`src/rtl/pwc_pkg.sv`:
```
// ----------------------------------------------------------------------------
// pwc_pkg
// widths, register indexes and unit handshake types of the pid block
// ----------------------------------------------------------------------------
`default_nettype none

package pwc_pkg;

    localparam int GAIN_W      = 24;
    localparam int LIM_W       = 30;
    localparam int VAL_W       = 31;
    localparam int DT_W        = 16;
    localparam int DT_FRAC     = 16;
    localparam int ERR_W       = 32;
    localparam int DIFF_W      = 33;
    localparam int MUL_A_W     = 24;
    localparam int MUL_B_W     = 33;
    localparam int PROD_W      = MUL_A_W + MUL_B_W;
    localparam int ISUM_W      = 32;
    localparam int ISUM_RAW_W  = 34;
    localparam int SUM_W       = 63;
    localparam int D_SAT_SHIFT = 60;
    localparam int D_MAG_W     = D_SAT_SHIFT + 1;
    localparam int CFG_IDX_W   = 3;
    localparam int IN_DATA_W   = 80;
    localparam int OUT_DATA_W  = 32;

    // register indexes
    localparam logic [CFG_IDX_W-1:0] REG_PROP_GAIN    = 3'd0;
    localparam logic [CFG_IDX_W-1:0] REG_INTEG_GAIN   = 3'd1;
    localparam logic [CFG_IDX_W-1:0] REG_DERIV_GAIN   = 3'd2;
    localparam logic [CFG_IDX_W-1:0] REG_INTEG_LIMIT  = 3'd3;
    localparam logic [CFG_IDX_W-1:0] REG_OUTPUT_LIMIT = 3'd4;

    typedef struct packed {
        logic               start;
        logic [MUL_A_W-1:0] a;
        logic [MUL_B_W-1:0] b;
    } t_mul_req;

    typedef struct packed {
        logic busy;
        logic done;
    } t_unit_sts;

endpackage

`default_nettype wire

```
`src/rtl/pid_with_integral_clamp.sv`:
```
// ----------------------------------------------------------------------------
// pid_with_integral_clamp
// one word at a time: four 24-step multiplies plus the divide
// when step_time is 0: three multiplies, no derivative product and no division
// reset: synchronous active low, ready for a word right after reset is released
// ----------------------------------------------------------------------------
`default_nettype none

// Discrete PID step in signed fixed point with an anti-windup clamp on the
// integral sum and a symmetric clamp on the control output.
//
// All products and the divide go through two narrow serial units:
//   pwc_ser_mul  shift-add multiplier, shared by the P term, the integral
//                increment, the I term and the D product
//   pwc_ser_div  restoring divider by step_time, one quotient bit a cycle,
//                72 - FRAC_BITS quotient bits
// A sequencer steps through them: P, increment, clamp, I, D product, divide,
// then the output clamp; a zero step_time skips D and the divide. Terms are
// taken as magnitude and sign so that every product truncates toward zero.
//
// Reset (synchronous, active low): gains 0, integral limit 100.0, output
// limit 500.0, integral sum and last error 0, no word pending on either side.
// There is no clearing pass; the block takes a word as soon as reset is released.
//
// One word is worked on at a time. The finished result sits in an output
// register, so the next input word is taken while it still waits.

module pid_with_integral_clamp #(
    parameter int FRAC_BITS = 16
) (
    input  wire logic                            i_clk,
    input  wire logic                            i_rst_n,
    // input stream
    input  wire logic                            s_axis_tvalid,
    output logic                                 s_axis_tready,
    // [30:0] target_value, [61:31] measured_value, [77:62] step_time, [79:78] zero
    input  wire logic [pwc_pkg::IN_DATA_W-1:0]   s_axis_tdata,
    // output stream
    output logic                                 m_axis_tvalid,
    input  wire logic                            m_axis_tready,
    // [30:0] control_out, [31] zero
    output logic [pwc_pkg::OUT_DATA_W-1:0]       m_axis_tdata,
    // configuration write port
    input  wire logic                            i_cfg_we,
    input  wire logic [pwc_pkg::CFG_IDX_W-1:0]   i_cfg_idx,
    input  wire logic [pwc_pkg::LIM_W-1:0]       i_cfg_wdata
);
    import pwc_pkg::*;

    // dividend of the derivative: |gain * diff| * 2^16 / 2^F, product is < 2^56
    localparam int DIVD_W = PROD_W - 1 + DT_FRAC - FRAC_BITS;
    localparam logic [LIM_W-1:0] ILIM_RST = LIM_W'(64'd100 << FRAC_BITS);
    localparam logic [LIM_W-1:0] OLIM_RST = LIM_W'(64'd500 << FRAC_BITS);

    typedef enum logic [3:0] {
        S_IDLE,
        S_P,
        S_INC,
        S_ICLAMP,
        S_I,
        S_D,
        S_DIV,
        S_OUT
    } t_state;

    // configuration registers
    logic [GAIN_W-1:0] r_prop_gain;
    logic [GAIN_W-1:0] r_integ_gain;
    logic [GAIN_W-1:0] r_deriv_gain;
    logic [LIM_W-1:0]  r_integ_limit;
    logic [LIM_W-1:0]  r_output_limit;

    // controller state
    t_state                   r_state;
    logic signed [ISUM_W-1:0] r_integ_sum;
    logic signed [ERR_W-1:0]  r_last_err;

    // per-word working registers
    logic [ERR_W-1:0]             r_err_mag;
    logic                         r_err_neg;
    logic [DIFF_W-1:0]            r_diff_mag;
    logic                         r_diff_neg;
    logic [DT_W-1:0]              r_dt;
    logic signed [ISUM_RAW_W-1:0] r_isum_raw;
    logic                         r_isum_neg;
    logic signed [SUM_W-1:0]      r_sum;
    t_mul_req                     r_mul_req;
    logic                         r_div_start;
    logic                         r_out_valid;
    logic [VAL_W-1:0]             r_out_data;

    // unit connections
    t_unit_sts         w_mul_sts;
    logic [PROD_W-1:0] w_prod;
    t_unit_sts         w_div_sts;
    logic [DIVD_W-1:0] w_quot;

    // input word fields
    logic signed [VAL_W-1:0] c_tgt;
    logic signed [VAL_W-1:0] c_meas;
    logic [DT_W-1:0]         c_dt;

    logic signed [ERR_W-1:0]      c_err;
    logic signed [DIFF_W-1:0]     c_diff;
    logic signed [ISUM_RAW_W-1:0] c_inc;
    logic signed [ISUM_RAW_W-1:0] c_ilim;
    logic signed [ISUM_RAW_W-1:0] c_iclamp;
    logic [MUL_B_W-1:0]           c_iclamp_mag;
    logic signed [SUM_W-1:0]      c_term;
    logic                         c_d_sat;
    logic [D_MAG_W-1:0]           c_d_mag;
    logic signed [SUM_W-1:0]      c_d_term;
    logic signed [SUM_W-1:0]      c_olim;
    logic signed [SUM_W-1:0]      c_out_clamp;
    logic                         c_in_acc;

    assign c_tgt  = $signed(s_axis_tdata[VAL_W-1:0]);
    assign c_meas = $signed(s_axis_tdata[2*VAL_W-1:VAL_W]);
    assign c_dt   = s_axis_tdata[2*VAL_W+DT_W-1:2*VAL_W];

    assign c_in_acc = s_axis_tvalid && s_axis_tready;

    // error and its change against the previous word
    assign c_err  = ERR_W'(c_tgt) - ERR_W'(c_meas);
    assign c_diff = DIFF_W'(c_err) - DIFF_W'(r_last_err);

    // integral increment: |err| * dt / 2^16, truncated toward zero
    assign c_inc = $signed(ISUM_RAW_W'(w_prod >> DT_FRAC));

    // anti-windup clamp of the new integral sum
    assign c_ilim   = $signed(ISUM_RAW_W'(r_integ_limit));
    assign c_iclamp = (r_isum_raw > c_ilim)  ? c_ilim  :
                      (r_isum_raw < -c_ilim) ? -c_ilim : r_isum_raw;
    assign c_iclamp_mag = c_iclamp[ISUM_RAW_W-1] ? MUL_B_W'(-c_iclamp)
                                                 : MUL_B_W'(c_iclamp);

    // gain product back to F fraction bits (P and I terms)
    assign c_term = $signed(SUM_W'(w_prod >> FRAC_BITS));

    // derivative magnitude, saturated where it cannot affect the clamped output
    assign c_d_sat  = (w_quot >> D_SAT_SHIFT) != '0;
    assign c_d_mag  = c_d_sat ? (D_MAG_W'(1) << D_SAT_SHIFT) : D_MAG_W'(w_quot);
    assign c_d_term = $signed(SUM_W'(c_d_mag));

    // output clamp
    assign c_olim      = $signed(SUM_W'(r_output_limit));
    assign c_out_clamp = (r_sum > c_olim)  ? c_olim  :
                         (r_sum < -c_olim) ? -c_olim : r_sum;

    // configuration writes, indexes past the list are dropped
    always_ff @(posedge i_clk) begin
        if (!i_rst_n) begin
            r_prop_gain    <= '0;
            r_integ_gain   <= '0;
            r_deriv_gain   <= '0;
            r_integ_limit  <= ILIM_RST;
            r_output_limit <= OLIM_RST;
        end else if (i_cfg_we) begin
            case (i_cfg_idx)
                REG_PROP_GAIN: begin
                    r_prop_gain <= i_cfg_wdata[GAIN_W-1:0];
                end
                REG_INTEG_GAIN: begin
                    r_integ_gain <= i_cfg_wdata[GAIN_W-1:0];
                end
                REG_DERIV_GAIN: begin
                    r_deriv_gain <= i_cfg_wdata[GAIN_W-1:0];
                end
                REG_INTEG_LIMIT: begin
                    r_integ_limit <= i_cfg_wdata;
                end
                REG_OUTPUT_LIMIT: begin
                    r_output_limit <= i_cfg_wdata;
                end
                default: begin
                end
            endcase
        end
    end

    // sequencer: state, integral and last error, unit starts, output word
    always_ff @(posedge i_clk) begin
        if (!i_rst_n) begin
            r_state         <= S_IDLE;
            r_integ_sum     <= '0;
            r_last_err      <= '0;
            r_mul_req.start <= 1'b0;
            r_div_start     <= 1'b0;
            r_out_valid     <= 1'b0;
        end else begin
            // one-cycle start pulses for the serial units
            r_mul_req.start <= (r_state == S_IDLE && c_in_acc)
                            || (r_state == S_P && w_mul_sts.done)
                            || (r_state == S_ICLAMP)
                            || (r_state == S_I && w_mul_sts.done && r_dt != '0);
            r_div_start     <= (r_state == S_D) && w_mul_sts.done;
            // a held word stays until taken, the finished one is loaded in S_OUT
            r_out_valid     <= (r_state == S_OUT) || (r_out_valid && !m_axis_tready);
            case (r_state)
                S_IDLE: begin
                    if (c_in_acc) begin
                        r_err_mag   <= c_err[ERR_W-1] ? ERR_W'(-c_err) : ERR_W'(c_err);
                        r_err_neg   <= c_err[ERR_W-1];
                        r_diff_mag  <= c_diff[DIFF_W-1] ? DIFF_W'(-c_diff)
                                                        : DIFF_W'(c_diff);
                        r_diff_neg  <= c_diff[DIFF_W-1];
                        r_dt        <= c_dt;
                        r_last_err  <= c_err;
                        // proportional product first
                        r_mul_req.a     <= r_prop_gain;
                        r_mul_req.b     <= c_err[ERR_W-1] ? MUL_B_W'(-c_err)
                                                          : MUL_B_W'(c_err);
                        r_state <= S_P;
                    end
                end
                S_P: begin
                    if (w_mul_sts.done) begin
                        r_sum <= r_err_neg ? -c_term : c_term;
                        // integral increment |err| * dt
                        r_mul_req.a     <= MUL_A_W'(r_dt);
                        r_mul_req.b     <= MUL_B_W'(r_err_mag);
                        r_state         <= S_INC;
                    end
                end
                S_INC: begin
                    if (w_mul_sts.done) begin
                        r_isum_raw <= r_err_neg ? ISUM_RAW_W'(r_integ_sum) - c_inc
                                                : ISUM_RAW_W'(r_integ_sum) + c_inc;
                        r_state    <= S_ICLAMP;
                    end
                end
                S_ICLAMP: begin
                    r_integ_sum     <= ISUM_W'(c_iclamp);
                    r_isum_neg      <= c_iclamp[ISUM_RAW_W-1];
                    r_mul_req.a     <= r_integ_gain;
                    r_mul_req.b     <= c_iclamp_mag;
                    r_state         <= S_I;
                end
                S_I: begin
                    if (w_mul_sts.done) begin
                        r_sum <= r_isum_neg ? r_sum - c_term : r_sum + c_term;
                        if (r_dt != '0) begin
                            r_mul_req.a     <= r_deriv_gain;
                            r_mul_req.b     <= r_diff_mag;
                            r_state         <= S_D;
                        end else begin
                            // zero step time: no derivative term
                            r_state <= S_OUT;
                        end
                    end
                end
                S_D: begin
                    if (w_mul_sts.done) begin
                        r_state     <= S_DIV;
                    end
                end
                S_DIV: begin
                    if (w_div_sts.done) begin
                        r_sum   <= r_diff_neg ? r_sum - c_d_term : r_sum + c_d_term;
                        r_state <= S_OUT;
                    end
                end
                S_OUT: begin
                    if (!r_out_valid || m_axis_tready) begin
                        r_out_data  <= VAL_W'(c_out_clamp);
                        r_state     <= S_IDLE;
                    end
                end
                default: begin
                    r_state <= S_IDLE;
                end
            endcase
        end
    end

    pwc_ser_mul u_mul (
        .i_clk   (i_clk),
        .i_rst_n (i_rst_n),
        .i_req   (r_mul_req),
        .o_sts   (w_mul_sts),
        .o_prod  (w_prod)
    );

    // the divider reads the derivative product held in the multiplier
    pwc_ser_div #(
        .DIVD_W (DIVD_W)
    ) u_div (
        .i_clk      (i_clk),
        .i_rst_n    (i_rst_n),
        .i_start    (r_div_start),
        .i_dividend (DIVD_W'({w_prod[PROD_W-2:0], {DT_FRAC{1'b0}}} >> FRAC_BITS)),
        .i_divisor  (r_dt),
        .o_sts      (w_div_sts),
        .o_quot     (w_quot)
    );

    assign s_axis_tready = (r_state == S_IDLE);
    assign m_axis_tvalid = r_out_valid;
    assign m_axis_tdata  = OUT_DATA_W'(r_out_data);

endmodule

`default_nettype wire

```
`src/rtl/pwc_ser_mul.sv`:
```
// ----------------------------------------------------------------------------
// pwc_ser_mul
// shift-add multiplier, one bit of the a operand per cycle
// ----------------------------------------------------------------------------
`default_nettype none

module pwc_ser_mul (
    input  wire logic                       i_clk,
    input  wire logic                       i_rst_n,
    input  wire pwc_pkg::t_mul_req          i_req,
    output pwc_pkg::t_unit_sts              o_sts,
    output logic [pwc_pkg::PROD_W-1:0]      o_prod
);
    import pwc_pkg::*;

    localparam int CNT_W = $clog2(MUL_A_W);

    logic [MUL_A_W-1:0] r_a;
    logic [MUL_B_W-1:0] r_b;
    logic [PROD_W-1:0]  r_acc;
    logic [CNT_W-1:0]   r_cnt;
    logic               r_busy;
    logic               r_done;
    logic [MUL_B_W:0]   n_upper;

    // add the multiplicand into the top half, then shift the product right
    assign n_upper = {1'b0, r_acc[PROD_W-1:MUL_A_W]} + (r_a[0] ? {1'b0, r_b} : '0);

    always_ff @(posedge i_clk) begin
        if (!i_rst_n) begin
            r_busy <= 1'b0;
            r_done <= 1'b0;
            r_cnt  <= '0;
        end else begin
            r_done <= r_busy && !i_req.start && (r_cnt == CNT_W'(MUL_A_W - 1));
            if (i_req.start) begin
                r_busy <= 1'b1;
                r_cnt  <= '0;
            end else if (r_busy) begin
                r_cnt <= r_cnt + 1'b1;
                if (r_cnt == CNT_W'(MUL_A_W - 1)) begin
                    r_busy <= 1'b0;
                end
            end
        end
    end

    always_ff @(posedge i_clk) begin
        if (i_req.start) begin
            r_a   <= i_req.a;
            r_b   <= i_req.b;
            r_acc <= '0;
        end else if (r_busy) begin
            r_a   <= r_a >> 1;
            r_acc <= {n_upper, r_acc[MUL_A_W-1:1]};
        end
    end

    assign o_sts.busy = r_busy;
    assign o_sts.done = r_done;
    assign o_prod     = r_acc;

endmodule

`default_nettype wire

```
`src/rtl/pwc_ser_div.sv`:
```
// ----------------------------------------------------------------------------
// pwc_ser_div
// restoring divider by the step time, one quotient bit per cycle
// ----------------------------------------------------------------------------
`default_nettype none

module pwc_ser_div #(
    parameter int DIVD_W = 56
) (
    input  wire logic                      i_clk,
    input  wire logic                      i_rst_n,
    input  wire logic                      i_start,
    input  wire logic [DIVD_W-1:0]         i_dividend,
    input  wire logic [pwc_pkg::DT_W-1:0]  i_divisor,
    output pwc_pkg::t_unit_sts             o_sts,
    output logic [DIVD_W-1:0]              o_quot
);
    import pwc_pkg::*;

    localparam int CNT_W = $clog2(DIVD_W);

    logic [DIVD_W-1:0] r_q;
    logic [DT_W-1:0]   r_rem;
    logic [DT_W-1:0]   r_dv;
    logic [CNT_W-1:0]  r_cnt;
    logic              r_busy;
    logic              r_done;
    logic [DT_W:0]     c_trial;
    logic              c_fit;
    logic [DT_W-1:0]   n_rem;

    // dividend bits leave at the top while quotient bits enter at the bottom
    assign c_trial = {r_rem, r_q[DIVD_W-1]};
    assign c_fit   = c_trial >= {1'b0, r_dv};
    assign n_rem   = c_fit ? DT_W'(c_trial - {1'b0, r_dv}) : c_trial[DT_W-1:0];

    always_ff @(posedge i_clk) begin
        if (!i_rst_n) begin
            r_busy <= 1'b0;
            r_done <= 1'b0;
            r_cnt  <= '0;
        end else begin
            r_done <= r_busy && !i_start && (r_cnt == CNT_W'(DIVD_W - 1));
            if (i_start) begin
                r_busy <= 1'b1;
                r_cnt  <= '0;
            end else if (r_busy) begin
                r_cnt <= r_cnt + 1'b1;
                if (r_cnt == CNT_W'(DIVD_W - 1)) begin
                    r_busy <= 1'b0;
                end
            end
        end
    end

    always_ff @(posedge i_clk) begin
        if (i_start) begin
            r_q   <= i_dividend;
            r_rem <= '0;
            r_dv  <= i_divisor;
        end else if (r_busy) begin
            r_q   <= {r_q[DIVD_W-2:0], c_fit};
            r_rem <= n_rem;
        end
    end

    assign o_sts.busy = r_busy;
    assign o_sts.done = r_done;
    assign o_quot     = r_q;

endmodule

`default_nettype wire

```
`config.mk`:
```
export PLATFORM = sky130hd
export DESIGN_NAME = pid_with_integral_clamp
export DESIGN_NICKNAME = d
export VERILOG_FILES = /design/src/rtl/pwc_pkg.sv /design/src/rtl/pid_with_integral_clamp.sv /design/src/rtl/pwc_ser_mul.sv /design/src/rtl/pwc_ser_div.sv
export SDC_FILE = /design/constraint.sdc
export NUM_CORES = 2
export LEC_CHECK = 0
export ABC_CLOCK_PERIOD_IN_PS = 8640
export BUFFER_PORTS_ARGS = -buffer_cell sky130_fd_sc_hd__buf_4
export CAP_MARGIN = 25
export CELL_PAD_IN_SITES_DETAIL_PLACEMENT = 0
export CELL_PAD_IN_SITES_GLOBAL_PLACEMENT = 1
export CORE_ASPECT_RATIO = 1.4
export CORE_UTILIZATION = 49
export CTS_CLUSTER_SIZE = 10
export DETAILED_ROUTE_END_ITERATION = 10
export GPL_TIMING_DRIVEN = 1
export PLACE_DENSITY = 0.89
export SLEW_MARGIN = 25
export SYNTH_ARGS = -nofsm -noshare
export SYNTH_HDL_FRONTEND = slang
export SYNTH_SLANG_ARGS = --single-unit
```
`constraint.sdc`:
```
create_clock -name i_clk -period 8.64 [get_ports i_clk]
set_input_delay 1.728 -clock i_clk [delete_from_list [all_inputs] [get_ports i_clk]]
set_output_delay 1.728 -clock i_clk [all_outputs]
set_load 0.005 [all_outputs]
```
==> flow_summary.yaml <==
clock_network:
  clk-insertion-delay-late_ps: 700
  post_cts.repair.setup_buffers: 0
  clock_tree_from_tritoncts: "built"
  cts_repair_resize_count: 0
  cts-hold-fix-buffers: 0
  cts_sinks: 688
  cts.path.max_buffers: 3
  cts_clk_pin_slew_worst_paths_ps: 60
  ctsHtreeMaxLevel: 3
  numCtsBuffers: 81
  clk_root_buffer_cell: "clkbuf_16"
sta:
  finalCritPeriodShare: 0.875
  timing.fmax_ghz: 0.132
  setup_violations: 0
  max_slew_margin: 0.286
  finalHoldViolations: 0
  skew_ps: 50.5
  timing.final.max_slew_violations: 0
  final.setup.tns_ps: 0
  setup_repair_after_global_routing_missed_its_margin: "false"
  worst-slew-pin-transition_ps: 1070
  finalCriticalPeriod_ps: 7560
synth:
  most_common_flop_cell_mapped_by_yosys: "edfxtp_1"
  post_synth_main_area_contributors: "edfxtp_1 25%, dfxtp_1 12%, ha_1 9.6%"
  synthDominantAreaCellType: "edfxtp_1"
  synth_cells: 5660
  yosysWarningCount: 0
  syn-mean-instance-area_um2: 8.60
  synth.top_cell.area_share: 0.245
  net_count_after_synthesis: 6157
  ys_async_sr_fraction: 0
  synth-edff-count: 398
  yosysUniqueCellTypes: 113
  ys_seq_elements: 688
  seq_area_frac_synth: 0.365
  post_synth_instance_area_mm2: 0.0487
drt:
  totalWireLength_um: 146000
  route.detailed.wl_per_inst_um: 20.6
  dr_total_vias: 41900
  drt_iter0_markers: 3388
  vias_per_cell: 5.92
  drt.antenna.violating_nets: 0
  detail_route.first_pass.iterations: 6
  remaining_drc_errors: 0
global_route:
  grt_util_all_layers: 0.288
  grt_pass1_wl_um: 226000
  overflow: 0
  first_global_vias: 40600
  maximum_number_of_pins_on_one_net_before_global_route_repair: 86
  grt_antenna_before_repair: 3
layout:
  design.final.nets: 6192
  fillers: 9235
  layout.core_utilization: 0.546
  post_route_cells_drive_above_1_share: 0.0883
  layout_area_overhead_pct: 10.3
critical_path:
  cp_data_required_time_ps: 9050
  end_kind: "register"
  critical_path_class: "register to register"
  critical_path.max_fanout: 49
  arrival_ps: 7960
  crit_path_start_kind: "register"
floorplan:
  rows: 136
  pin_count: 152
  core_area_mm2: 0.0984
  fp.dieArea_mm2: 0.101
  initial_core_util: 0.495
  fp.dieH_um: 375
  fp.dieW_um: 268
power_and_ir_drop:
  power.leakage_nw: 20.8
  power.ir.vdd_worst_mv: 0.154
  pwr_density_cell_mw_per_mm2: 258
run_status:
  status: "finished clean"
job:
  max_cap_viols: 0
min_path:
  hold_path.class: "register to register"
placed_design:
  finalWeightedCongestion: 0.975
  dp.final_hpwl_um: 109000
  number_of_buffers_added_on_ports: 148
[flip-flops by register name, indices dropped and copies added, names as in the netlist, 31 cells and up]
signal,cells
r_isum_raw,34
r_out_data,31
u_div.o_quot,56
r_mul_req,58
r_diff_mag,33
r_err_mag,32
u_mul.o_prod,57
r_last_err,32
u_mul.r_b,33
r_integ_sum,32
r_sum,63
[cells by family after synthesis]
kind of cell | Yosys count | synth area share
compound gates | 1550 | 0.197
xor+xnor | 447 | 0.0806
fa+ha+maj | 379 | 0.0983
buf+inv | 543 | 0.0427
flops | 688 | 0.365
mux | 150 | 0.0326
other cells | 1 | 0.0000770
simple gates | 1902 | 0.184
[layer usage]
layer	routed length [µm]	global-route usage	vias up
li1	-	-	20500
met1	58900	0.346	19800
met2	71100	0.498	1296
met3	8060	0.0384	338
met4	7800	0.151	2
met5	13	0	-
[cell usage after synthesis, types with 49 or more instances]
master and number:
a211oi_1 64, a21o_1 141, a21oi_1 537, a31oi_1 53
and2_1 63, clkbuf_1 250, dfxtp_1 290, edfxtp_1 398
ha_1 373, inv_1 246, mux2_2 70, mux2i_1 80
nand2_1 672, nand2b_1 59, nand3_1 120, nand4_1 74
nor2_1 492, nor2b_1 55, nor3_1 104, o211ai_1 49
o21a_1 49, o21ai_0 369, or3_1 77, xnor2_1 283
xor2_1 163
[stage by stage]
step | cells | area [µm²] | total power, mW | hold slack [ps] | setup WS (ps)
floorplan | 5660 | 48700 | 9.00 | 400 | 1520
global placement | 6920 | 51100 | 10.4 | 429 | 472
detailed placement | 6921 | 51100 | 10.5 | 429 | 502
CTS | 7072 | 53700 | 13.9 | 424 | 1190
global route | 7074 | 53700 | 14.7 | 435 | 655
finish | 7075 | 53700 | 13.9 | 422 | 1080
[report_power, final]
group	switching, mW	internal, mW
Sequential	0.400	4.16
Clock	1.45	1.87
Combinational	3.60	2.38
Total	5.45	8.42
[final cells by class]
cell class | count | area, µm² | area share
antenna | 1 | 2.50 | 0.0000466
clock buffer | 140 | 2320 | 0.0432
clock inverter | 11 | 209 | 0.00389
inverter | 250 | 943 | 0.0176
multi-input combinational | 4429 | 29000 | 0.539
sequential | 688 | 17800 | 0.331
tap | 1311 | 1640 | 0.0305
timing repair buffer | 245 | 1860 | 0.0346
[layout by cell type, fill, tap and decap left out, drive strengths merged, types with 12 or more instances in the layout]
cell / n
a22oi: 17
inv: 249
mux2i: 80
nor3: 106
a211oi: 66
nand2b: 59
mux2: 70
o22ai: 18
o311ai: 14
edfxtp: 398
o21a: 49
and3: 31
nand2: 673
clkbuf: 140
nand4: 77
or3: 79
a21o: 141
and2: 65
o31ai: 27
or4: 25
o211ai: 49
or2: 19
a21oi: 540
nand3: 121
nor2b: 55
ha: 373
o21bai: 38
nor2: 493
a221oi: 14
o31a: 13
buf: 245
nand3b: 13
nor4: 50
o21ai: 385
a31oi: 53
xnor2: 283
dfxtp: 290
xor2: 164
o41ai: 12
[worst max-delay path, stage by stage, from the launching register on]
cell and delay, ps:
dfxtp_1 360, inv_1 100, nand3_1 160, or3_1 410, or3_1 420, or4_1 620
nor4_2 800, nand2_1 670, o21ai_0 420, nand2_1 110, ha_1 320, a21o_1 170
a21o_1 170, a21o_1 180, a21oi_1 130, o21ai_0 140, o31ai_1 460, a21oi_1 200
mux2i_4 280, buf_4 290, buf_4 450, nand3_1 130, o21ai_0 100, a22oi_1 130
[worst paths after layout]
| check | depth (start not counted) | from | end | slack (ps) |
|---|---|---|---|---|
| worst min register to register | 0 | r_mul_req[7] | u_mul.r_b[7] | 420 |
| worst min-delay path | 0 | r_mul_req[7] | u_mul.r_b[7] | 420 |
| worst max register to register | 23 | r_output_limit[2] | r_out_data[4] | 1080 |
| worst max-delay path | 23 | r_output_limit[2] | r_out_data[4] | 1080 |
(Power assumes the default switching activity.)
